`src/sv/lsrc_pkg.sv`:
```
`timescale 1ns / 1ps

package lsrc_pkg;

    // Command opcodes.
    localparam logic [2:0] OP_TICK     = 3'd0;
    localparam logic [2:0] OP_OFF      = 3'd1;
    localparam logic [2:0] OP_RAINBOW  = 3'd2;
    localparam logic [2:0] OP_BRIGHTER = 3'd3;
    localparam logic [2:0] OP_DIMMER   = 3'd4;
    localparam logic [2:0] OP_PRESET   = 3'd5;
    localparam logic [2:0] OP_SET      = 3'd6;

    // Configuration register indexes.
    localparam logic [1:0] CFG_STEP_DELAY = 2'd0;
    localparam logic [1:0] CFG_COLOR_STEP = 2'd1;
    localparam logic [1:0] CFG_BRIGHT_STEP = 2'd2;

    localparam int PRESET_COUNT = 20;
    localparam int JOB_DEPTH = 2;

    // Reset values of the state and configuration registers.
    localparam logic [15:0] TICKS_RESET = 16'd1;
    localparam logic [7:0] LEVEL_RESET = 8'd255;
    localparam logic [15:0] STEP_DELAY_RESET = 16'd100;
    localparam logic [6:0] COLOR_STEP_RESET = 7'd20;
    localparam logic [7:0] BRIGHT_STEP_RESET = 8'd10;

    typedef struct packed {
        logic [2:0] opcode;
        logic [4:0] preset_index;
        logic [7:0] red_in;
        logic [7:0] green_in;
        logic [7:0] blue_in;
    } cmd_t;

    typedef struct packed {
        logic [3:0] pixel_index;
        logic [7:0] red_out;
        logic [7:0] green_out;
        logic [7:0] blue_out;
        logic [7:0] level;
        logic       last_pixel;
    } pix_t;

    typedef struct packed {
        logic [7:0] r;
        logic [7:0] g;
        logic [7:0] b;
    } rgb_t;

    // One frame to be emitted: the color of pixel 0, whether the colors walk
    // between groups, the wheel step of that walk and the brightness.
    typedef struct packed {
        rgb_t       color;
        logic       walk;
        logic [6:0] step;
        logic [7:0] level;
    } job_t;

    typedef struct packed {
        logic [15:0] step_delay;
        logic [6:0]  color_step;
        logic [7:0]  bright_step;
    } cfg_t;

    typedef logic signed [10:0] comp_t;

    typedef struct packed {
        comp_t r;
        comp_t g;
        comp_t b;
    } wide_t;

    // Preset color table.
    function automatic rgb_t preset_color(input logic [4:0] idx);
        logic [23:0] c;
        begin
            unique case (idx)
                5'd0:    c = 24'hFFFFFF;
                5'd1:    c = 24'hFF0000;
                5'd2:    c = 24'h00FF00;
                5'd3:    c = 24'h0000FF;
                5'd4:    c = 24'hFF0F00;
                5'd5:    c = 24'h05FF05;
                5'd6:    c = 24'h0A0AFF;
                5'd7:    c = 24'hFF1464;
                5'd8:    c = 24'hFF1600;
                5'd9:    c = 24'h5959FF;
                5'd10:   c = 24'hB300FF;
                5'd11:   c = 24'hFF3277;
                5'd12:   c = 24'hFF2600;
                5'd13:   c = 24'h004F00;
                5'd14:   c = 24'hB300CF;
                5'd15:   c = 24'h4949FF;
                5'd16:   c = 24'hFF6600;
                5'd17:   c = 24'h001F00;
                5'd18:   c = 24'hE600FF;
                5'd19:   c = 24'h6969FF;
                default: c = 24'h000000;
            endcase
            preset_color = c;
        end
    endfunction

    // One move around the color wheel in signed arithmetic, clamped above.
    function automatic wide_t wheel_move(input rgb_t c, input logic [6:0] st);
        comp_t r;
        comp_t g;
        comp_t b;
        comp_t s;
        wide_t w;
        begin
            r = comp_t'({3'b000, c.r});
            g = comp_t'({3'b000, c.g});
            b = comp_t'({3'b000, c.b});
            s = comp_t'({4'b0000, st});
            if (g < 11'sd255 && b == 11'sd0)
            begin
                r = r - s;
                g = g + s;
            end
            if (b < 11'sd255 && r == 11'sd0)
            begin
                g = g - s;
                b = b + s;
            end
            if (r < 11'sd255 && g == 11'sd0)
            begin
                r = r + s;
                b = b - s;
            end
            if (r > 11'sd255) r = 11'sd255;
            if (g > 11'sd255) g = 11'sd255;
            if (b > 11'sd255) b = 11'sd255;
            w.r = r;
            w.g = g;
            w.b = b;
            wheel_move = w;
        end
    endfunction

    // The step from the old pixel 0 color to the new one: clamped to 0..255.
    function automatic rgb_t first_step(input rgb_t c, input logic [6:0] st);
        wide_t w;
        rgb_t o;
        begin
            w = wheel_move(c, st);
            o.r = (w.r < 11'sd0) ? 8'd0 : w.r[7:0];
            o.g = (w.g < 11'sd0) ? 8'd0 : w.g[7:0];
            o.b = (w.b < 11'sd0) ? 8'd0 : w.b[7:0];
            first_step = o;
        end
    endfunction

    // The step between pixel groups: components below the step drop to zero.
    function automatic rgb_t group_step(input rgb_t c, input logic [6:0] st);
        wide_t w;
        comp_t s;
        rgb_t o;
        begin
            w = wheel_move(c, st);
            s = comp_t'({4'b0000, st});
            o.r = (w.r < s) ? 8'd0 : w.r[7:0];
            o.g = (w.g < s) ? 8'd0 : w.g[7:0];
            o.b = (w.b < s) ? 8'd0 : w.b[7:0];
            group_step = o;
        end
    endfunction

endpackage

```
`src/sv/lsrc_front.sv`:
```
`timescale 1ns / 1ps

module lsrc_front (
    input  logic             clk,
    input  logic             rst_n,
    input  logic             cfg_valid,
    input  logic [1:0]       cfg_index,
    input  logic [15:0]      cfg_data,
    input  logic             cmd_accept,
    input  lsrc_pkg::cmd_t   cmd,
    output logic             job_valid,
    output lsrc_pkg::job_t   job
);
    import lsrc_pkg::*;

    cfg_t        cfg_reg;
    rgb_t        base_reg;
    rgb_t        base_next;
    logic        walk_reg;
    logic        walk_next;
    logic [6:0]  wstep_reg;
    logic [6:0]  wstep_next;
    logic [7:0]  level_reg;
    logic [7:0]  level_next;
    logic        rainbow_reg;
    logic        rainbow_next;
    logic [15:0] ticks_reg;
    logic [15:0] ticks_next;
    logic [15:0] ticks_dec;
    logic        emit;

    // Configuration registers.
    always_ff @(posedge clk or negedge rst_n)
    begin
        if (!rst_n)
        begin
            cfg_reg.step_delay  <= STEP_DELAY_RESET;
            cfg_reg.color_step  <= COLOR_STEP_RESET;
            cfg_reg.bright_step <= BRIGHT_STEP_RESET;
        end
        else if (cfg_valid)
        begin
            unique case (cfg_index)
                CFG_STEP_DELAY:  cfg_reg.step_delay  <= cfg_data;
                CFG_COLOR_STEP:  cfg_reg.color_step  <= cfg_data[6:0];
                CFG_BRIGHT_STEP: cfg_reg.bright_step <= cfg_data[7:0];
                default:         cfg_reg <= cfg_reg;
            endcase
        end
    end

    assign ticks_dec = (ticks_reg == 16'd0) ? 16'd0 : ticks_reg - 16'd1;

    // Command decode: next strip state and whether a frame follows.
    always_comb
    begin
        base_next    = base_reg;
        walk_next    = walk_reg;
        wstep_next   = wstep_reg;
        level_next   = level_reg;
        rainbow_next = rainbow_reg;
        ticks_next   = ticks_reg;
        emit         = 1'b0;
        unique case (cmd.opcode)
            OP_TICK:
            begin
                if (rainbow_reg && ticks_dec == 16'd0)
                begin
                    ticks_next = cfg_reg.step_delay;
                    base_next  = first_step(base_reg, cfg_reg.color_step);
                    walk_next  = 1'b1;
                    wstep_next = cfg_reg.color_step;
                    emit       = 1'b1;
                end
                else
                begin
                    ticks_next = ticks_dec;
                end
            end
            OP_OFF:
            begin
                base_next    = '0;
                walk_next    = 1'b0;
                rainbow_next = 1'b0;
                emit         = 1'b1;
            end
            OP_RAINBOW:
            begin
                rainbow_next = 1'b1;
            end
            OP_BRIGHTER:
            begin
                level_next   = level_reg + cfg_reg.bright_step;
                rainbow_next = 1'b0;
                emit         = 1'b1;
            end
            OP_DIMMER:
            begin
                level_next   = level_reg - cfg_reg.bright_step;
                rainbow_next = 1'b0;
                emit         = 1'b1;
            end
            OP_PRESET:
            begin
                if (cmd.preset_index < 5'(PRESET_COUNT))
                begin
                    base_next    = preset_color(cmd.preset_index);
                    walk_next    = 1'b0;
                    rainbow_next = 1'b0;
                    emit         = 1'b1;
                end
            end
            OP_SET:
            begin
                base_next.r = cmd.red_in;
                base_next.g = cmd.green_in;
                base_next.b = cmd.blue_in;
                walk_next   = 1'b0;
                emit        = 1'b1;
            end
            default:
            begin
                emit = 1'b0;
            end
        endcase
    end

    // Strip state registers.
    always_ff @(posedge clk or negedge rst_n)
    begin
        if (!rst_n)
        begin
            base_reg    <= '0;
            walk_reg    <= 1'b0;
            wstep_reg   <= COLOR_STEP_RESET;
            level_reg   <= LEVEL_RESET;
            rainbow_reg <= 1'b0;
            ticks_reg   <= TICKS_RESET;
        end
        else if (cmd_accept)
        begin
            base_reg    <= base_next;
            walk_reg    <= walk_next;
            wstep_reg   <= wstep_next;
            level_reg   <= level_next;
            rainbow_reg <= rainbow_next;
            ticks_reg   <= ticks_next;
        end
    end

    // Frame job handed to the queue in the cycle the command is taken.
    assign job_valid  = cmd_accept & emit;
    assign job.color  = base_next;
    assign job.walk   = walk_next;
    assign job.step   = wstep_next;
    assign job.level  = level_next;

endmodule

```
`src/sv/lsrc_queue.sv`:
```
`timescale 1ns / 1ps

module lsrc_queue (
    input  logic             clk,
    input  logic             rst_n,
    input  logic             wr_en,
    input  lsrc_pkg::job_t   wr_job,
    output logic             full,
    input  logic             rd_en,
    output logic             rd_valid,
    output lsrc_pkg::job_t   rd_job
);
    import lsrc_pkg::*;

    localparam int AW = $clog2(JOB_DEPTH);

    job_t          mem [JOB_DEPTH];
    logic [AW-1:0] wr_ptr_reg;
    logic [AW-1:0] rd_ptr_reg;
    logic [AW:0]   count_reg;

    // Entry storage.
    always_ff @(posedge clk)
    begin
        if (wr_en)
        begin
            mem[wr_ptr_reg] <= wr_job;
        end
    end

    // Pointers and fill count.
    always_ff @(posedge clk or negedge rst_n)
    begin
        if (!rst_n)
        begin
            wr_ptr_reg <= '0;
            rd_ptr_reg <= '0;
            count_reg  <= '0;
        end
        else
        begin
            if (wr_en)
            begin
                wr_ptr_reg <= wr_ptr_reg + AW'(1);
            end
            if (rd_en)
            begin
                rd_ptr_reg <= rd_ptr_reg + AW'(1);
            end
            if (wr_en && !rd_en)
            begin
                count_reg <= count_reg + (AW+1)'(1);
            end
            else if (rd_en && !wr_en)
            begin
                count_reg <= count_reg - (AW+1)'(1);
            end
        end
    end

    assign full     = (count_reg == (AW+1)'(JOB_DEPTH));
    assign rd_valid = (count_reg != '0);
    assign rd_job   = mem[rd_ptr_reg];

endmodule

```
`src/sv/lsrc_back.sv`:
```
`timescale 1ns / 1ps

module lsrc_back #(
    parameter int PIXEL_COUNT = 15,
    parameter int GROUP_SPAN  = 2
) (
    input  logic             clk,
    input  logic             rst_n,
    input  logic             job_valid,
    input  lsrc_pkg::job_t   job,
    output logic             job_take,
    output lsrc_pkg::pix_t   pixel,
    output logic             empty,
    input  logic             pop
);
    import lsrc_pkg::*;

    localparam int PW = (PIXEL_COUNT > 1) ? $clog2(PIXEL_COUNT) : 1;
    localparam int GW = (GROUP_SPAN > 1) ? $clog2(GROUP_SPAN) : 1;

    logic          busy_reg;
    logic [PW-1:0] pix_reg;
    logic [GW-1:0] grp_reg;
    rgb_t          color_reg;
    logic          walk_reg;
    logic [6:0]    step_reg;
    logic [7:0]    level_reg;
    logic          out_valid_reg;
    pix_t          out_reg;
    logic          advance;
    logic          is_last;
    logic          group_end;
    pix_t          cur_pix;

    assign advance   = busy_reg && (!out_valid_reg || pop);
    assign job_take  = !busy_reg && job_valid;
    assign is_last   = (pix_reg == PW'(PIXEL_COUNT - 1));
    assign group_end = (grp_reg == GW'(GROUP_SPAN - 1));

    // Word for the current pixel.
    always_comb
    begin
        cur_pix.pixel_index = 4'(pix_reg);
        cur_pix.red_out     = color_reg.r;
        cur_pix.green_out   = color_reg.g;
        cur_pix.blue_out    = color_reg.b;
        cur_pix.level       = level_reg;
        cur_pix.last_pixel  = is_last;
    end

    // Pixel sequencer: one pixel per cycle unless the output stalls.
    always_ff @(posedge clk or negedge rst_n)
    begin
        if (!rst_n)
        begin
            busy_reg <= 1'b0;
            pix_reg  <= '0;
            grp_reg  <= '0;
        end
        else if (job_take)
        begin
            busy_reg <= 1'b1;
            pix_reg  <= '0;
            grp_reg  <= '0;
        end
        else if (advance)
        begin
            if (is_last)
            begin
                busy_reg <= 1'b0;
            end
            pix_reg <= pix_reg + PW'(1);
            grp_reg <= group_end ? '0 : grp_reg + GW'(1);
        end
    end

    // Payload held for the frame; a walking color steps after each group.
    always_ff @(posedge clk)
    begin
        if (job_take)
        begin
            color_reg <= job.color;
            walk_reg  <= job.walk;
            step_reg  <= job.step;
            level_reg <= job.level;
        end
        else if (advance && walk_reg && group_end)
        begin
            color_reg <= group_step(color_reg, step_reg);
        end
    end

    // Output register that holds a word until it is popped.
    always_ff @(posedge clk or negedge rst_n)
    begin
        if (!rst_n)
        begin
            out_valid_reg <= 1'b0;
        end
        else if (advance)
        begin
            out_valid_reg <= 1'b1;
        end
        else if (pop)
        begin
            out_valid_reg <= 1'b0;
        end
    end

    always_ff @(posedge clk)
    begin
        if (advance)
        begin
            out_reg <= cur_pix;
        end
    end

    assign pixel = out_reg;
    assign empty = !out_valid_reg;

endmodule

```
`src/sv/led_strip_rainbow_controller_core.sv`:
```
// A command is taken while push is high and the queue is not full. With the back end idle,
// a frame job goes through the job queue and the back-end pixel sequencer into the output
// register. A frame leaves as PIXEL_COUNT words, one per cycle while the output word is
// popped; a new frame starts only after the last word of the previous one left the sequencer.
// Reset is asynchronous, active low: strip black, brightness 255, rainbow mode off,
// countdown 1, configuration registers at their defaults, job queue and output word empty.
`timescale 1ns / 1ps

module led_strip_rainbow_controller_core #(
    parameter int PIXEL_COUNT = 15,
    parameter int GROUP_SPAN  = 2
) (
    input  logic             clk,
    input  logic             rst_n,
    input  logic             push,
    output logic             full,
    input  lsrc_pkg::cmd_t   cmd,
    output logic             empty,
    input  logic             pop,
    output lsrc_pkg::pix_t   pixel,
    input  logic             cfg_valid,
    output logic             cfg_ready,
    input  logic [1:0]       cfg_index,
    input  logic [15:0]      cfg_data
);
    import lsrc_pkg::*;

    logic cmd_accept;
    logic q_wr;
    job_t q_wr_job;
    logic q_rd;
    logic q_valid;
    job_t q_rd_job;

    assign cfg_ready  = 1'b1;
    assign cmd_accept = push && !full;

    // Command front end: owns the strip state and issues frame jobs.
    lsrc_front u_front (
        .clk        (clk),
        .rst_n      (rst_n),
        .cfg_valid  (cfg_valid),
        .cfg_index  (cfg_index),
        .cfg_data   (cfg_data),
        .cmd_accept (cmd_accept),
        .cmd        (cmd),
        .job_valid  (q_wr),
        .job        (q_wr_job)
    );

    // Short job queue between front and back.
    lsrc_queue u_queue (
        .clk      (clk),
        .rst_n    (rst_n),
        .wr_en    (q_wr),
        .wr_job   (q_wr_job),
        .full     (full),
        .rd_en    (q_rd),
        .rd_valid (q_valid),
        .rd_job   (q_rd_job)
    );

    // Pixel back end: turns each job into a frame of words.
    lsrc_back #(
        .PIXEL_COUNT (PIXEL_COUNT),
        .GROUP_SPAN  (GROUP_SPAN)
    ) u_back (
        .clk       (clk),
        .rst_n     (rst_n),
        .job_valid (q_valid),
        .job       (q_rd_job),
        .job_take  (q_rd),
        .pixel     (pixel),
        .empty     (empty),
        .pop       (pop)
    );

endmodule

```
`config.mk`:
```
export PLATFORM = sky130hd
export DESIGN_NAME = led_strip_rainbow_controller_core
export DESIGN_NICKNAME = d
export VERILOG_FILES = /design/src/sv/lsrc_pkg.sv /design/src/sv/lsrc_front.sv /design/src/sv/lsrc_queue.sv /design/src/sv/lsrc_back.sv /design/src/sv/led_strip_rainbow_controller_core.sv
export SDC_FILE = /design/constraint.sdc
export NUM_CORES = 1
export LEC_CHECK = 0
export ABC_AREA = 1
export CAP_MARGIN = 20
export CORE_MARGIN = 4
export CORE_UTILIZATION = 55
export DETAILED_ROUTE_END_ITERATION = 6
export DONT_BUFFER_PORTS = 1
export PLACE_DENSITY = 0.7
export SLEW_MARGIN = 20
export SYNTH_ARGS = -nofsm -noshare
export SYNTH_HDL_FRONTEND = slang
export SYNTH_SLANG_ARGS = --single-unit
```
`constraint.sdc`:
```
create_clock -name clk -period 6 [get_ports clk]
set_input_delay 1.2 -clock clk [delete_from_list [all_inputs] [get_ports clk]]
set_output_delay 1.2 -clock clk [all_outputs]
set_load 0.01 [all_outputs]
```
==> results of run 1 <==
per-stage QoR:
| stage | setup slack (ns) | instance area, µm² | instances |
|---|---|---|---|
| floorplan | 0.583 | 18200 | 2366 |
| global placement | 0.313 | 18900 | 2803 |
| detailed placement | 0.179 | 18900 | 2803 |
| CTS | 0.146 | 19900 | 2854 |
| global route | 0.0203 | 20000 | 2865 |
| finish | 0.502 | 20000 | 2866 |
area by class of cell:
| cell class | instances | area (µm²) |
|---|---|---|
| Timing Repair Buffer | 70 | 526 |
| Multi-Input combinational cell | 1748 | 9660 |
| Sequential cell | 256 | 7210 |
| Clock inverter | 17 | 184 |
| Tap cell | 442 | 553 |
| Antenna cell | 1 | 2.50 |
| Clock buffer | 34 | 744 |
| Inverter | 298 | 1120 |
| Fill cell | 2965 | 12600 |
per-layer routing:
layer | GRT usage [%] | up-vias | part of all wire [%]
li1 | - | 7955 | -
met1 | 38.3 | 7408 | 43
met2 | 46.4 | 551 | 46
met3 | 4.06 | 109 | 6.7
met4 | 11.0 | 2 | 4.4
met5 | 0 | - | 0.039
cell usage after synthesis, types with 3 or more instances:
cell / number / share of area, %
inv_1: 284 / 5.9
a22o_1: 3 / 0.14
nand2_2: 8 / 0.27
o22ai_1: 6 / 0.21
nand4_1: 42 / 1.4
o211ai_1: 14 / 0.58
nor3_1: 31 / 0.85
xnor2_1: 25 / 1.2
o21ai_1: 17 / 0.47
o31ai_1: 6 / 0.25
dfrtp_1: 81 / 11
o21ai_0: 164 / 4.5
nand3b_1: 3 / 0.12
nor4_1: 3 / 0.10
buf_4: 4 / 0.16
a31oi_1: 9 / 0.31
a221oi_1: 15 / 0.72
clkbuf_1: 42 / 0.87
nor2_2: 6 / 0.21
a211oi_1: 4 / 0.16
nor2_4: 3 / 0.19
edfxtp_1: 157 / 26
buf_1: 3 / 0.062
xor2_1: 42 / 2.0
dfstp_2: 18 / 2.6
ha_1: 126 / 8.7
or2_2: 12 / 0.41
o21bai_1: 5 / 0.21
buf_6: 4 / 0.25
a21oi_1: 118 / 3.2
mux2_2: 8 / 0.49
a22oi_1: 5 / 0.21
buf_2: 11 / 0.30
inv_2: 12 / 0.25
o2111ai_1: 4 / 0.19
fa_1: 13 / 1.4
nand2_1: 700 / 14
nand3_1: 126 / 3.5
nor2_1: 186 / 3.8
o221ai_1: 8 / 0.38
nand3_2: 9 / 0.49
report_power, final:
| part | switching, mW | internal [mW] | total, mW |
|---|---|---|---|
| Combinational | 3.00 | 1.59 | 4.59 |
| Sequential | 0.319 | 2.40 | 2.72 |
| Clock | 0.729 | 1.02 | 1.75 |
| Total | 4.05 | 5.01 | 9.05 |
timing repair:
action	CTS	global route
endpoints found under the setup margin	0	14
hold buffers	0	0
setup buffers	0	11
endpoints found under the hold margin	0	0
gates resized for setup	0	22
kinds of logic (layout without fill, tap and decap cells):
family	Yosys count	in the layout	synth area share, %
AND/OR/NAND/NOR	1142	1142	26.6
adder cells (fa/ha/maj)	139	139	10.1
multiplexers	9	9	0.550
other	1	2	0.0206
XOR/XNOR	67	67	3.22
buffers and inverters	362	419	7.79
flip-flops	256	256	39.6
AO/OA/AOI/OAI	390	390	12.1
worst max-delay path by stage:
stage                                endpoint  slack (ns)
final                     u_back.color_reg[4]        0.50
after CTS                 u_back.color_reg[4]        0.15
after global placement    u_back.color_reg[0]        0.31
after floorplan           u_back.color_reg[0]        0.58
after global routing      u_back.color_reg[3]        0.02
after detailed placement  u_back.color_reg[4]        0.18
worst max-delay path: cells and delay by family, from the launching register on:
family	cells	cell delay, ns
adder cells (fa/ha/maj)	3	1.03
XOR/XNOR	1	0.10
AO/OA/AOI/OAI	6	1.03
flip-flops	1	0.52
AND/OR/NAND/NOR	19	2.22
buffers and inverters	3	0.34
==> impl_metrics.yaml, run 1 <==
placement:
  port_buffers: 0
  gp_congestion: 1.01
  post-dp-hpwl_mm: 39.8
worst_setup_path:
  timing.rr.end: "u_back.color_reg[4]"
  critPathMaxStageDelay_ns: 0.52
  rr_worst_depth: 32
  r2r-start: "u_back.step_reg[1]"
  startpoint: "u_back.step_reg[1]"
  cp_common_cell: "nand2_1"
  start_kind: "register"
  crit_arrival_ns: 5.80
  rrSetupSlack_ns: 0.50
  end_kind: "register"
  cp.required_ns: 6.30
  critPathKind: "register to register"
  critPathMaxFanout: 10
  crit_slowest_cell: "edfxtp_1"
sta:
  fmaxAchievable_mhz: 182
  layout_worst_path_cycle_share_pct: 91.6
  hold_viol_final: 0
  setup-tns-final_ns: 0
  finalSetupViolations: 0
  hold_ws_ns: 0.340
  slew-limit-headroom_pct: 40.9
  skew_ns: 0.0152
  tightestPinTransition_ns: 0.884
  rsz0062_at_grt: "false"
  finalMaxSlewViolations: 0
  finalCriticalPeriod_ns: 5.50
synthesis:
  yosysWarnings: 0
  synthesis.area_mm2: 0.0182
  ys_types: 64
  yosys_most_used_dff: "edfxtp_1"
  yosysSeqAreaShare_pct: 39.6
  synth_seq_cells: 256
  avgSynthCellArea_um2: 7.70
  synthCells: 2366
  synth.net_count: 2560
  synth-async-reset-ratio_pct: 38.7
  synth_edf_count: 157
detailed_routing:
  avgRoutedWirePerCell_um: 18.0
  drc_errors: 0
  drtIter0Drc: 1325
  vias_per_cell: 5.59
  vias: 16000
  final_antenna_net_count: 0
  drt-total-wl_mm: 51.6
  first_pass_iters: 5
clock_network:
  clockBufferDepth: 3
  cts_tree: "yes"
  htreeDepth: 1
  cts.sinks: 256
  clkLatencyLatePin_ns: 0.55
  cts_buffers: 28
  cts-root-buf: "clkbuf_16"
  path_clk_slew_ns: 0.08
floorplanning:
  initial_core_util_pct: 55.8
  die_w_um: 190
  die_y_um: 190
  rows: 66
  core_area_mm2: 0.0326
  io_pins: 95
  dieArea_mm2: 0.0361
power:
  total_power_mw: 9.05
  peakVddDrop_v: 0.000332
  power.density_mw_per_mm2: 453
  leakagePower_nw: 9.43
global_routing:
  grt_pass1_vias: 15200
  grt_usage_pct: 28.3
  antenna_found_initial: 2
  grt_overflow: 0
  grt_max_degree: 100
  grt_pass1_wl_mm: 82.0
outcome:
  status: "finished clean"
layout:
  largest_reg_flops: 80
  final_common_cell: "nand2_1"
  mostFrequentLayoutCells: "699 x nand2_1, 281 x inv_1, 183 x nor2_1, 158 x o21ai_0, 157 x edfxtp_1"
  drive_gt1_share_pct: 8.96
  final_util_pct: 61.3
  final_net_count: 2596
  area_growth_syn_to_layout_pct: 9.84
flow_run:
  maxCapViolations: 0
min_path:
  hp-class: "input pin to asynchronous set/reset pin"
Power figures use the tool's default switching activity.
==> inputs of run 2 (changes only) <==
GPL_TIMING_DRIVEN = 0   (was not set)
==> run 2 against run 1 <==
  * Register-to-register slack lost 0.22 ns
  * Highest routed layer unchanged
  * Clock skew shrank 0.0016 ns
  * Combinational power grew 3%
  * Critical endpoint is now u_back.color_reg[1]
  * First-iteration DRC count shrank 0.23%
==> impl_metrics.yaml, run 2 (same netlist as run 1, synthesis figures left out) <==
global_routing:
  grt_overflow: 0
  grt_usage_pct: 28.9
  grt_pass1_wl_mm: 82.4
  grt_max_degree: 100
  grt_pass1_vias: 15100
  antenna_found_initial: 3
layout:
  design_area_mm2: 0.0205
  final_common_cell: "nand2_1"
  fin_cells: 2903
  area_growth_syn_to_layout_pct: 12.4
  insertedDiodeCount: 0
  drive_gt1_share_pct: 9.83
  largest_reg_flops: 80
  final_util_pct: 62.7
  mostFrequentLayoutCells: "695 x nand2_1, 276 x inv_1, 180 x nor2_1, 157 x edfxtp_1, 148 x o21ai_0"
  final_net_count: 2634
detailed_routing:
  final_antenna_net_count: 0
  drtIter0Drc: 1322
  drc_errors: 0
  avgRoutedWirePerCell_um: 18.4
  first_pass_iters: 6
  vias: 16400
  drt-total-wl_mm: 53.3
  vias_per_cell: 5.64
worst_setup_path:
  rrSetupSlack_ns: 0.28
  path_delay_family: "simple AND/OR/NAND/NOR gates"
  crit_arrival_ns: 6.02
  start_kind: "register"
  critPathMaxStageDelay_ns: 0.49
  crit_cells: 36
  cp.required_ns: 6.30
  startpoint: "u_back.step_reg[4]"
  path_buf_inv: 9
  critPathKind: "register to register"
  r2r-start: "u_back.step_reg[4]"
  cp_common_cell: "nand2_1"
  critPathMaxFanout: 10
  end_kind: "register"
  timing.rr.end: "u_back.color_reg[1]"
  cp-endpoint: "u_back.color_reg[1]"
  rr_worst_depth: 36
  crit_slowest_cell: "edfxtp_1"
floorplanning:
  die_y_um: 190
  die_w_um: 190
  core_area_mm2: 0.0326
  io_pins: 95
  dieArea_mm2: 0.0361
  initial_core_util_pct: 55.8
  rows: 66
power:
  peakVddDrop_v: 0.000501
  power.density_mw_per_mm2: 461
  total_power_mw: 9.43
  leakagePower_nw: 9.50
min_path:
  hp-class: "input pin to asynchronous set/reset pin"
clock_network:
  cts.sinks: 256
  clkLatencyLatePin_ns: 0.55
  htreeDepth: 1
  clockBufferDepth: 3
  cts_hold_buf: 0
  cts-root-buf: "clkbuf_16"
  cts_tree: "yes"
  path_clk_slew_ns: 0.06
  cts_buffers: 28
sta:
  tightestPinTransition_ns: 0.902
  layout_worst_path_cycle_share_pct: 95.3
  hold_viol_final: 0
  fmaxAchievable_mhz: 175
  slew-limit-headroom_pct: 39.5
  fin_ws_ns: 0.279
  finalCriticalPeriod_ns: 5.72
  finalMaxSlewViolations: 0
  finalSetupViolations: 0
  skew_ns: 0.0136
flow_run:
  maxCapViolations: 0
placement:
  pre_cts_slack_ns: -0.623
  post-dp-hpwl_mm: 41.1
  placed_area_mm2: 0.0189
  gp_congestion: 0.987
  port_buffers: 0
  dpl.cell_count: 2812
outcome:
  status: "finished clean"
==> run 2: cell count changes in the layout (fill, tap and decap cells not counted), moves of 5 or more <==
cell	delta
o21ai_1	+8
buf_4	-23
clkinvlp_4	+8
inv_1	-5
ha_1	-6
clkbuf_1	+37
buf_6	+5
buf_2	+7
o21ai_0	-10
==> run 2: worst min-delay path by stage <==
stage / startpoint / endpoint / cells past startpoint
after floorplan: u_back.level_reg[0] / u_back.pixel[1] / 0
after global placement: u_back.level_reg[4] / u_back.pixel[5] / 0
after detailed placement: u_back.level_reg[3] / u_back.pixel[4] / 0
after CTS: rst_n / u_back.pix_reg[3] / 0
after global routing: rst_n / u_back.pix_reg[2] / 0
final: rst_n / u_back.pix_reg[2] / 0
==> run 2: cell type report <==
cell class	instances	area, µm²
Multi-Input combinational cell	1748	9780
Inverter	298	1150
Fill cell	2867	12200
Clock inverter	19	299
Clock buffer	32	747
Tap cell	442	553
Timing Repair Buffer	46	418
Buffer	62	303
Sequential cell	256	7220
==> run 2: routing by layer <==
metal	vias to the layer above	global-route usage, %	routed length, µm
li1	8028	-	-
met1	7652	36.1	21800
met2	545	50.4	25400
met3	144	4.18	3200
met4	6	11.5	2860
met5	-	0	29
==> run 2: stage by stage <==
| stage | TNS (ns) | hold WS (ns) |
|---|---|---|
| floorplan | 0 | 0.400 |
| global placement | -51.94 | 0.405 |
| detailed placement | -4.89 | 0.405 |
| CTS | 0 | 0.326 |
| global route | -0.431 | 0.334 |
| finish | 0 | 0.353 |
==> run 2: timing repair <==
| item | 4_1_cts | 5_1_grt |
|---|---|---|
| setup endpoints to repair | 27 | 41 |
| pin swaps | 1 | 9 |
| resized for setup | 13 | 57 |
| buffers inserted | 18 | 24 |
==> run 2: where the power goes <==
| group | internal [mW] | leakage, nW | switching, mW |
|---|---|---|---|
| combinational | 1.68 | 6.34 | 3.06 |
| clock | 1.20 | 0.503 | 0.726 |
| sequential | 2.40 | 2.66 | 0.373 |
